## config.mk

```make
export PLATFORM = sky130hd
export DESIGN_NAME = m3inv_setup
export DESIGN_NICKNAME = d
export VERILOG_FILES = /design/src/rtl/m3inv_pkg.sv /design/src/rtl/m3inv_setup.sv
export SDC_FILE = /design/constraint.sdc
export NUM_CORES = 1
export LEC_CHECK = 0
export BUFFER_PORTS_ARGS = -buffer_cell sky130_fd_sc_hd__buf_2
export CAP_MARGIN = 20
export CORE_AREA = 2 2 568 570
export DETAILED_ROUTE_END_ITERATION = 8
export DIE_AREA = 0 0 570 572
export SYNTH_ARGS = -nofsm -noshare
export SYNTH_HDL_FRONTEND = slang
export SYNTH_SLANG_ARGS = --single-unit
```

## constraint.sdc

```tcl
create_clock -name clk -period 32.1 [get_ports clk]
set_input_delay 6.42 -clock clk [delete_from_list [all_inputs] [get_ports clk]]
set_output_delay 6.42 -clock clk [all_outputs]
set_load 0.005 [all_outputs]
```

## src/rtl/m3inv_pkg.sv

```systemverilog
package m3inv_pkg;

  localparam int NumEl   = 9;
  localparam int ElemW   = 16;
  localparam int OutW    = 32;
  localparam int ThreshW = 48;
  localparam int CofW    = 33;
  localparam int DetW    = 50;
  localparam int DivSteps = OutW;

  localparam logic [ThreshW-1:0] ThreshReset = 48'd168;

  // adj[k] = m[op0]*m[op1] - m[op2]*m[op3], k = row*3 + col
  localparam logic [0:8][0:3][3:0] CofOps = '{
    '{4'd4, 4'd8, 4'd5, 4'd7},
    '{4'd2, 4'd7, 4'd1, 4'd8},
    '{4'd1, 4'd5, 4'd2, 4'd4},
    '{4'd5, 4'd6, 4'd3, 4'd8},
    '{4'd0, 4'd8, 4'd2, 4'd6},
    '{4'd2, 4'd3, 4'd0, 4'd5},
    '{4'd3, 4'd7, 4'd4, 4'd6},
    '{4'd1, 4'd6, 4'd0, 4'd7},
    '{4'd0, 4'd4, 4'd1, 4'd3}
  };

  localparam logic [OutW-1:0] SatPos = 32'h7FFF_FFFF;
  localparam logic [OutW-1:0] SatNeg = 32'h8000_0000;

  typedef logic [NumEl-1:0][ElemW-1:0] mat_t;

  typedef struct packed {
    mat_t                        m;
    logic [NumEl-1:0][CofW-1:0]  adj;
  } cof_t;

  typedef struct packed {
    mat_t                        m;
    logic [NumEl-1:0][CofW-1:0]  adj;
    logic [DetW-1:0]             det;
  } det_t;

  typedef struct packed {
    logic [ThreshW-1:0] rem;
    logic [OutW-1:0]    rq;    // numerator low bits shift out, quotient bits shift in
    logic               ovf;
    logic               neg;
  } lane_t;

  typedef struct packed {
    lane_t [NumEl-1:0]  lane;
    logic [ThreshW-1:0] den;
    logic               sing;
    mat_t               m;
  } div_t;

endpackage

```

## src/rtl/m3inv_setup.sv

```systemverilog
// Singular test and divider seeding: |adj| << 24 over |det|, the bits above
// the 32 quotient bits are checked once here for overflow.
module m3inv_setup (
  input  logic                                clk,
  input  logic                                rst,
  input  logic [m3inv_pkg::ThreshW-1:0]       thresh,
  input  logic                                in_valid,
  output logic                                in_ready,
  input  m3inv_pkg::det_t                     in_d,
  output logic                                out_valid,
  input  logic                                out_ready,
  output m3inv_pkg::div_t                     out_d
);

  logic en;
  logic [m3inv_pkg::DetW-1:0] magd;
  m3inv_pkg::div_t d_next;
  logic [m3inv_pkg::CofW-1:0] maga;

  assign en = !out_valid || out_ready;
  assign in_ready = en;

  always_comb begin
    magd = in_d.det[m3inv_pkg::DetW-1] ? -in_d.det : in_d.det;
    maga = '0;
    d_next.m = in_d.m;
    d_next.den = magd[m3inv_pkg::ThreshW-1:0];
    d_next.sing = (in_d.det == '0) || (magd < {2'b00, thresh});
    for (int k = 0; k < m3inv_pkg::NumEl; k++) begin
      maga = in_d.adj[k][m3inv_pkg::CofW-1] ? -in_d.adj[k] : in_d.adj[k];
      d_next.lane[k].rem = {24'd0, maga[31:8]};
      d_next.lane[k].rq = {maga[7:0], 24'd0};
      d_next.lane[k].ovf = {24'd0, maga[31:8]} >= magd[m3inv_pkg::ThreshW-1:0];
      d_next.lane[k].neg = in_d.adj[k][m3inv_pkg::CofW-1] ^ in_d.det[m3inv_pkg::DetW-1];
    end
  end

  always_ff @(posedge clk) begin
    if (rst) begin
      out_valid <= 1'b0;
    end else if (en) begin
      out_valid <= in_valid;
    end
    if (en) out_d <= d_next;
  end

endmodule

```

==> flow_metrics.env <==
export IMPL_run_status="complete, no violations"
export IMPL_detail_route_antenna_nets=0
export IMPL_finClkSkew_ns=0.0457
export IMPL_grt_max_degree=131
export IMPL_slew_headroom_pct=27.7
export IMPL_synth_top_cells_by_count="edfxtp_1, buf_4, xnor2_1, ha_1, o21ai_0"
export IMPL_timing_final_crit_share_pct=41.9
export IMPL_setup_violations_final=0
export IMPL_syn_avg_cell_area_um2=11.6
export IMPL_grt_first_pass_wirelength_um=228000
export IMPL_chipWidth_um=570
export IMPL_die_area_um2=326000
export IMPL_yosysTopAreaCell="edfxtp_1"
export IMPL_grt_pass1_vias=23000
export IMPL_ff_latch_area_um2=15000
export IMPL_area_growth_pct=37.5
export IMPL_drv_slew=0
export IMPL_first_iter_violations=2089
export IMPL_grt_total_usage_pct=10.7
export IMPL_cts_root_buf="clkbuf_16"
export IMPL_start_util_pct=9.72
export IMPL_drv_cap=0
export IMPL_io_buffers=1043
export IMPL_crit_fanout=4
export IMPL_start_kind="primary input"
export IMPL_core_area_um2=320000
export IMPL_cts_buffer_depth=4
export IMPL_yosysTopAreaCellShare_pct=48.2
export IMPL_ys_seq_area_share_pct=48.3
export IMPL_crit_type="in2out"
export IMPL_final_min_clock_period_ns=13.44
export IMPL_wire_per_inst_um=23.0
export IMPL_end_kind="primary output"
export IMPL_die_h_um=572
export IMPL_fmax_mhz=74.4
export IMPL_drt_total_wl_um=186000
export IMPL_synthCells=2673
export IMPL_htreeDepth=3
export IMPL_overflow=0
export IMPL_vias=25800
export IMPL_fin_nets=4594
export IMPL_synth_edf_count=499
export IMPL_drc=0
export IMPL_hold_slack_ns=1.14
export IMPL_cts_buffers=78
export IMPL_cts_resized=0
export IMPL_fin_tns_setup_ns=0
export IMPL_insertion_delay_ns=0.77
export IMPL_yosysWarningCount=0
export IMPL_ys_types=67
export IMPL_dr_pass1_iters=6
export IMPL_clk_pin_slew_ns=0.06
export IMPL_vias_per_cell=3.19
export IMPL_cts_setup_buffers=0
export IMPL_synth_seq_cells=500
export IMPL_ir_worst_vdd_v=0.0000339
export IMPL_netlist_area_um2=31100
export IMPL_powerDensity_nw_per_um2=51.4
export IMPL_worst_slew_pin_slew_ns=1.08
export IMPL_layout_drive_gt1_share_pct=32.6
export IMPL_fin_util_pct=13.4
export IMPL_final_hold_violation_count=0
export IMPL_hold_path_class="reg2reg"
export IMPL_io_pins=1476
export IMPL_ys_async_sr_fraction_pct=0
export IMPL_rows=208
export IMPL_required_ns=25.68
export IMPL_leakage_uw=0.0175
export IMPL_arrival_ns=7.02
export IMPL_fillers=36200
export IMPL_synth_ff_type="edfxtp_1"
export IMPL_multi_input_area_um2=13900
export IMPL_rsz0062_at_grt="no"
export IMPL_antenna_found_initial=144
export IMPL_dp_hpwl_um=154000
export IMPL_post_synth_main_area_contributors="edfxtp_1, ha_1, buf_4"
export IMPL_cts_tree="built"
export IMPL_cts_sinks=500
export IMPL_postCtsHoldBufs=0
export IMPL_gp_congestion=0.909
export IMPL_synth_most_common_cell="edfxtp_1"
==> final cells by class <==
type	instances	share of cell area, %
flip-flops and latches	500	35.1
multi-input cells	2024	32.6
repair buffers	1068	12.7
well taps	4200	12.3
clock buffers	87	4.72
clock inverters	49	1.32
inverters	107	0.940
diodes	49	0.287
==> worst max-delay path, stage by stage <==
cell and delay [ns]:
buf_2 0.09, nand2b_4 0.26, buf_2 0.21
==> cell families after synthesis <==
family,after synthesis,synth area share (%)
adders and majority gates,272,10.9
and+or+nand+nor,508,8.98
AOI/OAI and AO/OA,484,10.3
muxes,2,0.0724
buffers and inverters,580,12.3
other,1,0.0121
DFF,500,48.3
xor gates and xnor gates,326,9.19
==> report_power, final <==
group	switching, µW	internal [µW]	total, µW
clock network	370	536	906
registers	17.7	796	814
logic	315	163	478
==> worst paths after layout <==
path / start / to / slack (ns) / cells after the start
worst min register to register: out_valid$_SDFFE_PP0P_ / out_d[714]$_DFFE_PP_ / 1.14 / 2
worst min-delay path: out_valid$_SDFFE_PP0P_ / out_d[714]$_DFFE_PP_ / 1.14 / 2
worst max register to register: out_valid$_SDFFE_PP0P_ / out_d[490]$_DFFE_PP_ / 29.01 / 4
worst max-delay path: out_ready / in_ready / 18.66 / 3
==> sequential cells by signal, summed over array words and instances, names as in the netlist <==
name / cells
out_d: 499
out_valid: 1
==> metal layers <==
| metal | track usage, % | wire [µm] | up-vias |
|---|---|---|---|
| met5 | 0 | 334 | - |
| met3 | 3.50 | 18600 | 398 |
| met4 | 6.98 | 12700 | 52 |
| met1 | 11.0 | 62900 | 12200 |
| met2 | 18.7 | 91300 | 1858 |
| li1 | - | - | 11300 |
==> placed cells by master (no fill, tap or decap), types with 20 or more instances in the layout <==
cell       instances
nor2_1            65
xor2_1            24
nor3_1            29
buf_2           1042
o41ai_1           36
a21o_1            73
nand2b_1          48
clkbuf_16         79
or3_1             52
buf_4             24
xnor2_1          299
inv_2             20
o31ai_1           85
or4_1             36
conb_1           432
ha_1             272
diode_2           49
nor4_1            23
nand2_1          127
a21oi_1           79
edfxtp_1         499
o21ai_0          140
inv_1             87
nand4_1           41
==> stage by stage <==
step           instances  area [µm²]  worst slack [ns]  total power (µW)
2_1_floorplan       3104       32700              7.32              1070
3_3_place_gp        7899       40000             18.62              1310
3_5_place_dp        7899       40000             18.62              1310
4_1_cts             8035       42600             18.62              2250
5_1_grt             8053       42700             18.63              2300
6_report            8084       42700             18.66              2200
Power figures use the tool's default switching activity.
