==> config.mk <==
export PLATFORM = sky130hd
export DESIGN_NAME = m3inv_div_step
export DESIGN_NICKNAME = d
export VERILOG_FILES = /design/src/rtl/m3inv_pkg.sv /design/src/rtl/m3inv_div_step.sv
export SDC_FILE = /design/constraint.sdc
export NUM_CORES = 2
export LEC_CHECK = 0
export CORE_AREA = 2 2 729 731
export CTS_BUF_LIST = sky130_fd_sc_hd__clkbuf_4
export CTS_CLUSTER_SIZE = 10
export DETAILED_ROUTE_END_ITERATION = 8
export DIE_AREA = 0 0 731 733
export DONT_BUFFER_PORTS = 1
export SYNTH_ARGS = -nofsm -noshare
export SYNTH_HDL_FRONTEND = slang
export SYNTH_SLANG_ARGS = --single-unit
==> constraint.sdc <==
create_clock -name clk -period 42.3 [get_ports clk]
set_input_delay 10.575 -clock clk [delete_from_list [all_inputs] [get_ports clk]]
set_output_delay 10.575 -clock clk [all_outputs]
set_load 0.1 [all_outputs]
==> src/rtl/m3inv_pkg.sv <==
package m3inv_pkg;

  localparam int NumEl   = 9;
  localparam int ElemW   = 16;
  localparam int OutW    = 32;
  localparam int ThreshW = 48;
  localparam int CofW    = 33;
  localparam int DetW    = 50;
  localparam int DivSteps = OutW;

  localparam logic [ThreshW-1:0] ThreshReset = 48'd168;

  // adj[k] = m[op0]*m[op1] - m[op2]*m[op3], k = row*3 + col
  localparam logic [0:8][0:3][3:0] CofOps = '{
    '{4'd4, 4'd8, 4'd5, 4'd7},
    '{4'd2, 4'd7, 4'd1, 4'd8},
    '{4'd1, 4'd5, 4'd2, 4'd4},
    '{4'd5, 4'd6, 4'd3, 4'd8},
    '{4'd0, 4'd8, 4'd2, 4'd6},
    '{4'd2, 4'd3, 4'd0, 4'd5},
    '{4'd3, 4'd7, 4'd4, 4'd6},
    '{4'd1, 4'd6, 4'd0, 4'd7},
    '{4'd0, 4'd4, 4'd1, 4'd3}
  };

  localparam logic [OutW-1:0] SatPos = 32'h7FFF_FFFF;
  localparam logic [OutW-1:0] SatNeg = 32'h8000_0000;

  typedef logic [NumEl-1:0][ElemW-1:0] mat_t;

  typedef struct packed {
    mat_t                        m;
    logic [NumEl-1:0][CofW-1:0]  adj;
  } cof_t;

  typedef struct packed {
    mat_t                        m;
    logic [NumEl-1:0][CofW-1:0]  adj;
    logic [DetW-1:0]             det;
  } det_t;

  typedef struct packed {
    logic [ThreshW-1:0] rem;
    logic [OutW-1:0]    rq;    // numerator low bits shift out, quotient bits shift in
    logic               ovf;
    logic               neg;
  } lane_t;

  typedef struct packed {
    lane_t [NumEl-1:0]  lane;
    logic [ThreshW-1:0] den;
    logic               sing;
    mat_t               m;
  } div_t;

endpackage

==> src/rtl/m3inv_div_step.sv <==
// One restoring-division bit for all nine lanes.
module m3inv_div_step (
  input  logic              clk,
  input  logic              rst,
  input  logic              in_valid,
  output logic              in_ready,
  input  m3inv_pkg::div_t   in_d,
  output logic              out_valid,
  input  logic              out_ready,
  output m3inv_pkg::div_t   out_d
);

  logic en;
  logic [m3inv_pkg::ThreshW:0] t;
  logic ge;
  m3inv_pkg::div_t d_next;

  assign en = !out_valid || out_ready;
  assign in_ready = en;

  always_comb begin
    d_next = in_d;
    t = '0;
    ge = 1'b0;
    for (int k = 0; k < m3inv_pkg::NumEl; k++) begin
      t = {in_d.lane[k].rem, in_d.lane[k].rq[m3inv_pkg::OutW-1]};
      ge = t >= {1'b0, in_d.den};
      d_next.lane[k].rem = ge ? 48'(t - {1'b0, in_d.den}) : t[m3inv_pkg::ThreshW-1:0];
      d_next.lane[k].rq = {in_d.lane[k].rq[m3inv_pkg::OutW-2:0], ge};
    end
  end

  always_ff @(posedge clk) begin
    if (rst) begin
      out_valid <= 1'b0;
    end else if (en) begin
      out_valid <= in_valid;
    end
    if (en) out_d <= d_next;
  end

endmodule

==> results.txt <==
Once detail routing completed, the nets flagged for antenna violations numbered 0. The total CTS buffers is 299. The flow ran to the end, and the final reports show no timing, DRC or antenna violations.

Setup repair after global routing left no endpoint under its margin. The count of final max-slew check failures came out at 0. Of the total synthesized cell area, the portion taken by full adders, half adders and majority gates is 0.0967. Yosys mapped a number of flops with a built-in enable equal to slightly above 900. After synthesis the netlist holds a flip-flop and latch count of 932.

Sorting the synthesized cells by how often they occur yields sky130_fd_sc_hd__edfxtp_1, sky130_fd_sc_hd__a21oi_1, sky130_fd_sc_hd__ha_1. The count of pins on the block boundary came out at 1868. The cell with the most instances after synthesis is sky130_fd_sc_hd__edfxtp_1. The startpoint-to-endpoint class of the critical path is input port to output pin. The reported max-cap violation count came out at 0. The floorplan die area is ~540000 um2. The overall via count from detail_route came out at 51100. The number of DRC markers in iteration 0 came out at 5080. The maximum frequency from static timing analysis is 0.0459 GHz. The largest fanout on the critical path came out at 39. The clock insertion delay at the later pin of the skew report is ~1500 ps. The dominant combinational cell family by area after synthesis is compound AO/OA/AOI/OAI gates.

By area the synthesized netlist is led by sky130_fd_sc_hd__edfxtp_1, sky130_fd_sc_hd__ha_1, sky130_fd_sc_hd__a21oi_1. The tightest slew margin relative to the limit is 0.123. Global routing finished with a remaining overflow of 0. The setup fix buffers added after clock tree synthesis is 0.

The final RePlAce weighted congestion is 0.985. The kind of path behind the tightest hold check is flip-flop to flip-flop. The number of global-route vias before repair came to 46600. For this run, asynchronously set or reset flops after synthesis account for 0. The maximum buffer depth of the clock tree came out at 4. The wire length of the first global-routing pass came out at 579000 um. The count of endpoints failing hold in the final timing report came out at 0. Summed over all nets, the switching power comes to 0.00204 W. After routing, the total negative slack on setup checks comes to 0 ps.

The power after layout is between 0.004 and 0.005 W. After detailed routing, the total wire length is 485000 um. The largest net degree at the start of global routing came out at approximately 150.

The worst IR drop on VDD is ~0.033 mV. Of the synthesized area, sequential elements account for 0.484. The largest area contributor in the netlist is sky130_fd_sc_hd__edfxtp_1. The compound-gate portion of the synthesized area came out at 0.182.

The routed wirelength normalized by instance count is ~37 um. Of the total synthesized cell area, the portion taken by XOR and XNOR cells is 0.0552. The standby leakage power is roughly 28 nW. The count of synthesis-stage warnings from yosys came out at 0.

The die width came out at 731 um. The mean cell area of the mapped netlist came out at ~11 um2. The delay contributed by the slowest stage of the critical path came out at 600 ps.

The post-synthesis mux area share came out at 0.0471. The switching share of power came out at 0.509. The worst clock skew on the final layout came out at 183 ps.

Broken down by cell family, the worst path's largest delay share belongs to simple AND/OR/NAND/NOR gates. The power share of the combinational group came out at 0.282. The arrival time at the worst endpoint came out at roughly 11000 ps. For flop-to-flop paths, the worst setup slack is 36330 ps. The share of post-route cells with drive strength above 1 came out at 0.166. The initial cell density of the core is 0.110. Of the total synthesized cell area, the portion taken by AND, OR, NAND and NOR gates is 0.106. Counting every instance in the synthesized netlist gives between 5000 and 6000. TritonCTS built the clock tree.

The post-synthesis cell area is 57800 um2. The depth of the CTS H-tree came out at 5. In this run the standard cell core region covers 527000 um2. The number of hold buffers added after CTS was 0. The share of the synthesized area in the top cell type came out at 0.484. The number of remaining DRC errors is 0.

The post-cts gate resize count came out at 0. Of the total power, the clock network draws 0.249. In this run the tool buffered the top-level ports with 0 buffer cells.

The site row count is 267. The critical path goes through nand2b_4. The number of buffers and inverters on the critical path is 0. The clock net in this run drives a total of 932 sinks. Counting distinct cell types in the post-synthesis netlist gives around 100.

The minimum clock period after layout is 21770 ps. The number of antenna violations at the first check in global routing is between 300 and 400. In the synthesized netlist the dominant register cell turns out to be sky130_fd_sc_hd__edfxtp_1.

Relative to the synthesized area, the layout overhead comes to 27.6%. The required time of the worst setup path came out at roughly 32000 ps. After clock tree synthesis, the clock-pin slew on the worst setup and hold paths is about 60 ps. The post-DP HPWL is 416000 um. In the finished design, the share of the clock period the worst path needs comes to 0.515. The power per unit of standard cell area is around 54 nW/um2.

The vertical die dimension is 733 um. STA classifies the critical path startpoint as an input port. For this design, the slowest cell found on the critical path is sky130_fd_sc_hd__nand2b_4. The count of final setup violators is 0. The sort of element at the end of the critical path is an output pin. The post-detailed-route via-to-cell ratio came out at slightly below 4. The root buffer cell is sky130_fd_sc_hd__clkbuf_4.

The pre-antenna-repair detailed-routing pass consisted of 6 iterations. The synthesized net count is 6665. The slew of the pin with the lowest slew margin came out at around 1300 ps. The internal power component is 0.00197 W. The aggregate global-route resource usage came out at 0.172. The final-stage net count is 7162. The part of the power in registers came out at 0.469.
-- power by group through the flow --
stage                     combinational, W  clock [W]  sequential, W
after global routing               0.00118    0.00109        0.00188
after global placement             0.00113          0        0.00190
after detailed placement           0.00113          0        0.00190
after CTS                          0.00113    0.00105        0.00188
after floorplan                   0.000419          0        0.00213
final                              0.00113   0.000998        0.00188
-- tightest hold or removal path: cells and delay by family (launching register included) --
| kind | cells | cell delay, ps |
|---|---|---|
| and+or+nand+nor | 1 | 790 |
| AOI/OAI and AO/OA | 1 | 140 |
| DFF | 1 | 660 |
-- cells by family (layout without fill, tap and decap cells) --
logic type | after synthesis | in the layout
other cells | 0 | 230
buf+inv | 400 | 1109
xor+xnor | 364 | 364
fa+ha+maj | 441 | 441
compound gates | 1649 | 1649
simple gates | 1271 | 1271
flops | 932 | 932
mux | 232 | 232
-- layout by cell type, fill, tap and decap left out, drive strengths merged, types with 61 or more instances in the layout --
cell	Yosys	layout
a21o	298	298
a21oi	514	514
a31oi	61	61
buf	52	394
clkbuf	146	392
clkinv	0	97
diode	0	230
edfxtp	931	931
ha	432	432
inv	202	211
mux2	210	210
nand2	394	394
nand3	98	98
nand4	117	117
nor2	296	296
nor3	75	75
o21a	63	63
o21ai	345	345
o21bai	84	84
xnor2	225	225
xor2	139	139
-- metal layers --
layer	global-route usage	share of wire	wire, um
met1	0.171	0.33	158000
met2	0.274	0.45	219000
met3	0.0727	0.12	56500
met4	0.154	0.10	50900
met5	0	0.0026	1270
-- registers in the layout, summed over array words and instances (netlist names) --
| register | cells |
|---|---|
| out_d | 931 |
| out_valid | 1 |
-- metrics by stage --
| step | area (um2) | std cells | util | worst slack, ps | hold slack [ps] |
|---|---|---|---|---|---|
| after detailed placement | 69400 | 12500 | 0.132 | 20530 | 1640 |
| after CTS | 73200 | 13000 | 0.139 | 20530 | 1610 |
| after global placement | 69400 | 12500 | 0.132 | 20540 | 1630 |
| after global routing | 73400 | 13100 | 0.139 | 20510 | 1670 |
| final | 73700 | 13200 | 0.140 | 20530 | 1640 |
| after floorplan | 57800 | 5289 | - | 9260 | 10640 |
-- final timing paths --
check | startpoint | endpoint | depth (start not counted)
hold reg to reg | out_valid | out_valid | 2
hold / removal | out_valid | out_valid | 2
setup / recovery | out_ready | in_ready | 1
setup reg to reg | out_valid | out_d[41] | 6
-- cell type report --
cell class | instances | area (um2)
Tap cell | 6994 | 8750
Clock inverter | 121 | 813
Multi-Input combinational cell | 3957 | 28200
Fill cell | 59400 | 454000
Inverter | 202 | 763
Antenna cell | 230 | 576
Sequential cell | 932 | 28000
Clock buffer | 392 | 2940
Timing Repair Buffer | 394 | 3720
Note: power is estimated with default switching activity, not from simulation.
